## src/design/rso_pkg.sv

```systemverilog
// ----------------------------------------------------------------------------
// rso_pkg
// Shared types and constants for the riffle shuffle order block.
// ----------------------------------------------------------------------------
`default_nettype none

package rso_pkg;

   localparam int SIZE_W  = 9;
   localparam int COUNT_W = 16;

   localparam logic [COUNT_W-1:0] COUNT_MAX = {COUNT_W{1'b1}};

   typedef enum logic [2:0] {
      ST_IDLE,
      ST_LOAD,
      ST_PASS,
      ST_FLUSH,
      ST_END
   } state_type;

endpackage

`default_nettype wire

```

## src/design/rso_bank.sv

```systemverilog
// ----------------------------------------------------------------------------
// rso_bank
// Deck storage bank: one write port, one read port, registered read data.
// ----------------------------------------------------------------------------
`default_nettype none

module rso_bank #(
   parameter int DEPTH = 256,
   parameter int AW    = 8,
   parameter int DW    = 8
) (
   input  wire logic          clock,
   input  wire logic          we,
   input  wire logic [AW-1:0] waddr,
   input  wire logic [DW-1:0] wdata,
   input  wire logic [AW-1:0] raddr,
   output logic      [DW-1:0] rdata
);

   logic [DW-1:0] bank_ff [DEPTH];
   logic [DW-1:0] rd_data_ff;

   always_ff @(posedge clock) begin
      if (we) begin
         bank_ff[waddr] <= wdata;
      end
      rd_data_ff <= bank_ff[raddr];
   end

   assign rdata = rd_data_ff;

endmodule

`default_nettype wire

```

## src/design/rso_ctrl.sv

```systemverilog
// ----------------------------------------------------------------------------
// rso_ctrl
// Sequencer: loads the identity deck, runs ping-pong shuffle passes between
// the two banks, checks order on the fly and counts passes.
// ----------------------------------------------------------------------------
`default_nettype none

module rso_ctrl #(
   parameter int DECK_MAX = 256,
   parameter int AW       = 8,
   parameter int NW       = 9
) (
   input  wire logic                        clock,
   input  wire logic                        reset,
   input  wire logic                        start,
   input  wire logic [rso_pkg::SIZE_W-1:0]  req_deck_size,
   output logic                             busy,
   output logic                             we0,
   output logic                             we1,
   output logic      [AW-1:0]               waddr,
   output logic      [AW-1:0]               wdata,
   output logic      [AW-1:0]               raddr,
   input  wire logic [AW-1:0]               rdata0,
   input  wire logic [AW-1:0]               rdata1,
   output logic                             rsp_valid,
   output logic      [rso_pkg::COUNT_W-1:0] rsp_shuffle_count,
   output logic                             rsp_count_saturated
);

   import rso_pkg::*;

   localparam int CW = (NW > SIZE_W) ? NW : SIZE_W;

   state_type          state_ff, state_in;
   logic [NW-1:0]      n_ff, n_in;
   logic [NW-1:0]      k_ff, k_in;
   logic               sel_ff, sel_in;
   logic               wr_vld_ff, wr_vld_in;
   logic [AW-1:0]      wr_addr_ff, wr_addr_in;
   logic               order_ok_ff, order_ok_in;
   logic [COUNT_W-1:0] count_ff, count_in;
   logic               rsp_valid_ff, rsp_valid_in;
   logic [COUNT_W-1:0] rsp_count_ff, rsp_count_in;
   logic               rsp_sat_ff, rsp_sat_in;

   logic               accept;
   logic [CW-1:0]      size_ext;
   logic [NW-1:0]      size_clamped;
   logic [NW-1:0]      half;
   logic [NW-1:0]      src;
   logic [AW-1:0]      src_data;
   logic [COUNT_W-1:0] count_inc;

   assign accept   = start && (state_ff == ST_IDLE);
   assign size_ext = CW'(req_deck_size);
   assign size_clamped = (size_ext > CW'(DECK_MAX)) ? NW'(DECK_MAX) : NW'(size_ext);
   assign half     = n_ff >> 1;
   // back half lands on even slots, front half on odd slots
   assign src      = k_ff[0] ? (k_ff >> 1) : (half + (k_ff >> 1));
   assign src_data = sel_ff ? rdata1 : rdata0;
   assign count_inc = count_ff + COUNT_W'(1);

   // next state
   always_comb begin
      state_in = state_ff;
      case (state_ff)
         ST_IDLE: begin
            if (accept) begin
               state_in = (size_clamped == '0) ? ST_PASS : ST_LOAD;
            end
         end
         ST_LOAD: begin
            if ((k_ff + NW'(1)) == n_ff) begin
               state_in = ST_PASS;
            end
         end
         ST_PASS: begin
            if (k_ff == n_ff) begin
               state_in = ST_FLUSH;
            end
         end
         ST_FLUSH: begin
            state_in = ST_END;
         end
         ST_END: begin
            if (order_ok_ff || (count_inc == COUNT_MAX)) begin
               state_in = ST_IDLE;
            end else begin
               state_in = ST_PASS;
            end
         end
         default: begin
            state_in = ST_IDLE;
         end
      endcase
   end

   // datapath and outputs
   always_comb begin
      n_in         = n_ff;
      k_in         = k_ff;
      sel_in       = sel_ff;
      wr_vld_in    = 1'b0;
      wr_addr_in   = wr_addr_ff;
      order_ok_in  = order_ok_ff;
      count_in     = count_ff;
      rsp_valid_in = 1'b0;
      rsp_count_in = rsp_count_ff;
      rsp_sat_in   = rsp_sat_ff;
      we0          = 1'b0;
      we1          = 1'b0;
      waddr        = wr_addr_ff;
      wdata        = src_data;
      raddr        = AW'(src);

      // write stage of the pass: store the fetched card and check its slot
      if (wr_vld_ff) begin
         we0         = sel_ff;
         we1         = !sel_ff;
         order_ok_in = order_ok_ff && (src_data == wr_addr_ff);
      end

      case (state_ff)
         ST_IDLE: begin
            if (accept) begin
               n_in        = size_clamped;
               k_in        = '0;
               sel_in      = 1'b0;
               count_in    = '0;
               order_ok_in = 1'b1;
            end
         end
         ST_LOAD: begin
            we0   = 1'b1;
            waddr = AW'(k_ff);
            wdata = AW'(k_ff);
            k_in  = ((k_ff + NW'(1)) == n_ff) ? '0 : (k_ff + NW'(1));
         end
         ST_PASS: begin
            if (k_ff != n_ff) begin
               wr_vld_in  = 1'b1;
               wr_addr_in = AW'(k_ff);
               k_in       = k_ff + NW'(1);
            end
         end
         ST_FLUSH: begin
         end
         ST_END: begin
            count_in = count_inc;
            if (order_ok_ff || (count_inc == COUNT_MAX)) begin
               rsp_valid_in = 1'b1;
               rsp_count_in = count_inc;
               rsp_sat_in   = !order_ok_ff;
            end else begin
               // swap banks and run another pass
               sel_in      = !sel_ff;
               k_in        = '0;
               order_ok_in = 1'b1;
            end
         end
         default: begin
         end
      endcase
   end

   always_ff @(posedge clock) begin
      if (reset) begin
         state_ff     <= ST_IDLE;
         wr_vld_ff    <= 1'b0;
         rsp_valid_ff <= 1'b0;
         count_ff     <= '0;
      end else begin
         state_ff     <= state_in;
         wr_vld_ff    <= wr_vld_in;
         rsp_valid_ff <= rsp_valid_in;
         count_ff     <= count_in;
      end
   end

   always_ff @(posedge clock) begin
      n_ff         <= n_in;
      k_ff         <= k_in;
      sel_ff       <= sel_in;
      wr_addr_ff   <= wr_addr_in;
      order_ok_ff  <= order_ok_in;
      rsp_count_ff <= rsp_count_in;
      rsp_sat_ff   <= rsp_sat_in;
   end

   assign busy                = (state_ff != ST_IDLE);
   assign rsp_valid           = rsp_valid_ff;
   assign rsp_shuffle_count   = rsp_count_ff;
   assign rsp_count_saturated = rsp_sat_ff;

endmodule

`default_nettype wire

```

## src/design/riffle_shuffle_order_top.sv

```systemverilog
// ----------------------------------------------------------------------------
// riffle_shuffle_order_top
// Counts the perfect riffle shuffles that restore a deck of n cards.
// ----------------------------------------------------------------------------
// Usage:
//   Drive req_deck_size and raise start while busy is low; that cycle's
//   rising edge is the transfer. Sizes above DECK_MAX are clamped to it,
//   size 0 answers 1. busy stays high until the result is ready.
//   The result comes on rsp_shuffle_count / rsp_count_saturated with a
//   one-cycle rsp_valid strobe; it must be taken in that cycle.
//   count_saturated marks a search stopped at 65535 passes.
// Sequence:
//   The identity deck is loaded first. Each shuffle pass then reads one
//   card per cycle through the single read port of the source bank,
//   drains the last write and passes through a flush state and a
//   decision state. busy stays high from the transfer through the last
//   pass and drops in the strobe cycle. The two banks swap roles each
//   pass, so no copy-back is needed.
//   One item is in work at a time; the next start may follow the strobe
//   cycle directly.
// Reset:
//   Synchronous reset returns the sequencer to idle and drops the strobe.
//   Bank contents are not cleared; every entry read is written first.
// ----------------------------------------------------------------------------
`default_nettype none

module riffle_shuffle_order_top #(
   parameter int DECK_MAX = 256
) (
   input  wire logic                        clock,
   input  wire logic                        reset,
   input  wire logic                        start,
   input  wire logic [rso_pkg::SIZE_W-1:0]  req_deck_size,
   output logic                             busy,
   output logic                             rsp_valid,
   output logic      [rso_pkg::COUNT_W-1:0] rsp_shuffle_count,
   output logic                             rsp_count_saturated
);

   import rso_pkg::*;

   localparam int AW = $clog2(DECK_MAX);
   localparam int NW = $clog2(DECK_MAX + 1);

   logic          we0;
   logic          we1;
   logic [AW-1:0] waddr;
   logic [AW-1:0] wdata;
   logic [AW-1:0] raddr;
   logic [AW-1:0] rdata0;
   logic [AW-1:0] rdata1;

   rso_ctrl #(
      .DECK_MAX (DECK_MAX),
      .AW       (AW),
      .NW       (NW)
   ) u_ctrl (
      .clock               (clock),
      .reset               (reset),
      .start               (start),
      .req_deck_size       (req_deck_size),
      .busy                (busy),
      .we0                 (we0),
      .we1                 (we1),
      .waddr               (waddr),
      .wdata               (wdata),
      .raddr               (raddr),
      .rdata0              (rdata0),
      .rdata1              (rdata1),
      .rsp_valid           (rsp_valid),
      .rsp_shuffle_count   (rsp_shuffle_count),
      .rsp_count_saturated (rsp_count_saturated)
   );

   rso_bank #(
      .DEPTH (DECK_MAX),
      .AW    (AW),
      .DW    (AW)
   ) u_bank0 (
      .clock (clock),
      .we    (we0),
      .waddr (waddr),
      .wdata (wdata),
      .raddr (raddr),
      .rdata (rdata0)
   );

   rso_bank #(
      .DEPTH (DECK_MAX),
      .AW    (AW),
      .DW    (AW)
   ) u_bank1 (
      .clock (clock),
      .we    (we1),
      .waddr (waddr),
      .wdata (wdata),
      .raddr (raddr),
      .rdata (rdata1)
   );

endmodule

`default_nettype wire

```

## config.mk

```make
export PLATFORM = sky130hd
export DESIGN_NAME = riffle_shuffle_order_top
export DESIGN_NICKNAME = d
export VERILOG_FILES = /design/src/design/rso_pkg.sv /design/src/design/rso_bank.sv /design/src/design/rso_ctrl.sv /design/src/design/riffle_shuffle_order_top.sv
export SDC_FILE = /design/constraint.sdc
export NUM_CORES = 2
export LEC_CHECK = 0
export BUFFER_PORTS_ARGS = -buffer_cell sky130_fd_sc_hd__clkbuf_2
export CORE_MARGIN = 4
export CORE_UTILIZATION = 45
export DETAILED_ROUTE_END_ITERATION = 7
export PLACE_DENSITY = 0.69
export SLEW_MARGIN = 20
export SYNTH_ARGS = -nofsm -noshare
export SYNTH_HDL_FRONTEND = slang
export SYNTH_SLANG_ARGS = --single-unit
```

## constraint.sdc

```tcl
create_clock -name clock -period 34.5 [get_ports clock]
set_clock_uncertainty 0.2 [all_clocks]
set_input_delay 6.9 -clock clock [delete_from_list [all_inputs] [get_ports clock]]
set_output_delay 6.9 -clock clock [all_outputs]
set_load 0.1 [all_outputs]
```

==> metrics <==
outcome=finished clean; Clock Latency Late Sink=0.97 ns; RePlAce Congestion=0.8690; WL per Instance=29.64 µm; CP cell instances=nor3_1 > inv_1 > clkbuf_2; placed wire-length estimate=234200 µm; Final Max Tran Viols=0; Lkg Pwr=56.47 nW; dominant cell type by area after synthesis=edfxtp_1; Via density=6.135; number of synthesized register bits=4178; vias in the first global route=82322; Nets=8485; actual slew at the worst max-slew pin=1.200 ns; share of cells above drive strength 1=20.65%; die width=609.7 µm; RSZ-0062 raised after global routing=false; clock sinks=4178; Critical Path Source Type=flop; register area share after synthesis=76.78%; cell family with most CP delay=buffers and inverters; Syn Area/Cell=19.51 µm²; port bufs=30; # DRC=0; data arrival time of the worst path=2.12 ns; peak supply drop=0.09347 mV; final setup vio count=0; first drt pass iteration count=8; largest net degree at the start of global routing=232; dominant cells by area after synthesis=edfxtp_1 (76%), mux4_2 (13%), nand2_1 (2.2%); die height=609.7 µm; most common cell after layout, fill and taps aside=edfxtp_1; I/O Pins=31; PostCTS Resize Cnt=0; number of max-cap violations=0; commonest non-fill, non-tap cells in the layout=edfxtp_1 (4140), mux4_2 (968), nand2_1 (933), nor2_1 (578), clkbuf_16 (407); Routed Wire Length=402300 µm; Fin. Hold Viols=0; Post-CTS Setup Inserts=0; Hold Startpoint=u_ctrl.order_ok_ff; RR Startpoint=u_ctrl.k_ff[1]; EDFF count, synth=4140; hold buffers post-CTS=0; CTS tree=yes; Setup TNS Final=0 ns; share of the synthesized area in the top cell type=76.31%; initial antenna violation count=17; grt total ovfl=0; Final ANT Viol Nets=0; Num CTS Buffers=403; Rel. slew slack=19.28%; minimum clock period=9.216 ns; crit path buf inv count=2; ys async rst share=0%; CTS Buffer Depth=4; CP Class=flop to output port; GRT Total Usage=21.25%; Most used DFF post-synth=edfxtp_1; Critical Path Slowest Stage Cell=dfxtp_1; Root Buffer=clkbuf_16; Syn Std Cell Area=162900 µm²; syn_nets=8376; CP max stage delay=0.48 ns; final total power=0.01436 W; Worst Path Max Fanout=10; core area=359800 µm²; Clock transition at path regs=0.06 ns; Initial Utilization=45.28%; row count=220; H-Tree Depth=5; Hold Crit Class=flop to flop; Synth warnings=0; Netlist cell types=68; 1st-iter DRT viols=11456; PwrDens=79.07 nW/µm²; Mapped Cells=8352; crit path from=u_ctrl.state_ff[0]; first-pass GRT wire length=584100 µm; Tcrit/Tclk final=26.71%; Via Count=83275; synthesis-to-finish area growth=11.50%; Critical Path RT=27.40 ns; Worst setup EP type=output port; FMAX=108.5 MHz; die area=371700 µm²
## worst paths after layout
kind                                      to  slack [ns]  cells after the start
hold / removal    u_ctrl.rsp_count_saturated        0.30                      1
hold reg to reg   u_ctrl.rsp_count_saturated        0.30                      1
setup / recovery                        busy       25.28                      3
setup reg to reg            u_bank0.rdata[5]       26.73                     15
## layer usage
layer	global-route usage (%)	wire, µm	vias up
met5	0	449	-
met4	7.744	16300	16
met3	4.931	43060	734
met2	32.14	185800	4832
met1	30.42	156700	43755
li1	-	-	33938
## Yosys cell counts, types with 8 or more instances
cell type  number
ha_1           11
dfxtp_1        38
buf_2         157
nor2b_1        12
o21ai_0        24
or4_1          14
nand3b_1       12
buf_1          55
nand2_1       942
mux4_2        968
buf_4          60
and3_1         34
nor3_1         13
edfxtp_1     4140
a32oi_1        18
a31oi_1        40
nor2_1        580
nor4_1         45
a41oi_1        12
o22ai_1        60
mux2_2          8
or3_1           8
a221oi_1       15
inv_1          16
xnor2_1        18
nand3_1       220
mux2i_1       176
xor2_1         23
a32o_1         16
nor4bb_1       13
clkbuf_1      217
a21oi_1       276
nand4_1        26
## cells by family (layout without fill, tap and decap cells)
logic type               after synthesis  count (layout)  synth area share, %
buffers and inverters                506             945                1.429
multiplexers                        1152            1152                14.52
other                                  0              10                    0
adder cells (fa/ha/maj)               12              12              0.09677
flip-flops                          4178            4178                76.78
AO/OA/AOI/OAI                        506             506                1.877
AND/OR/NAND/NOR                     1957            1957                5.083
XOR/XNOR                              41              41               0.2204
## area by class of cell
| type | count | area, µm² |
|---|---|---|
| clock inverters | 241 | 2424 |
| fillers | 27903 | 178100 |
| multi-input cells | 3668 | 35970 |
| diodes | 10 | 25.02 |
| well taps | 4773 | 5972 |
| inverters | 16 | 60.06 |
| flip-flops and latches | 4178 | 125100 |
| clock buffers | 494 | 10510 |
| repair buffers | 194 | 1614 |
## stage by stage
step | setup WS (ns) | std cells | hold WS, ns | util (%) | cell area, µm²
2_1_floorplan | 16.21 | 8352 | 0.2411 | - | 162900
3_3_place_gp | 25.81 | 12827 | 0.2819 | 46.86 | 168600
3_5_place_dp | 26.03 | 12827 | 0.2809 | 46.86 | 168600
4_1_cts | 25.24 | 13562 | 0.3020 | 50.46 | 181500
5_1_grt | 25.19 | 13565 | 0.3267 | 50.49 | 181600
6_report | 25.28 | 13574 | 0.3021 | 50.49 | 181700
## worst register-to-register path, cell delays in order, from the launching register on
cell	delay [ns]
edfxtp_1	0.62
ha_1	0.28
inv_1	0.06
fa_1	0.44
nand2b_1	0.10
and2_4	0.82
buf_4	0.78
buf_4	0.95
buf_4	0.63
buf_4	0.84
mux4_2	0.49
mux2i_1	0.27
o22ai_1	0.15
or3_1	0.44
o41ai_1	0.37
nand4_1	0.14
## where the power goes
group | internal (W) | switching [W]
Sequential | 0.00632 | 0.0000304
Combinational | 0.00117 | 0.00249
Clock | 0.00248 | 0.00187
Total | 0.00997 | 0.00439
## registers in the layout (all words and copies together), names as in the netlist, 3 cells and up
register and cells:
u_ctrl.n_ff 9, u_ctrl.wr_addr_ff 8, u_bank1.rdata 8, u_ctrl.state_ff 3, u_ctrl.rsp_shuffle_count 16, u_ctrl.k_ff 9, u_ctrl.count_ff 16, u_bank1.bank_ff 2048
u_bank0.bank_ff 2048, u_bank0.rdata 8
(Power assumes the default switching activity.)
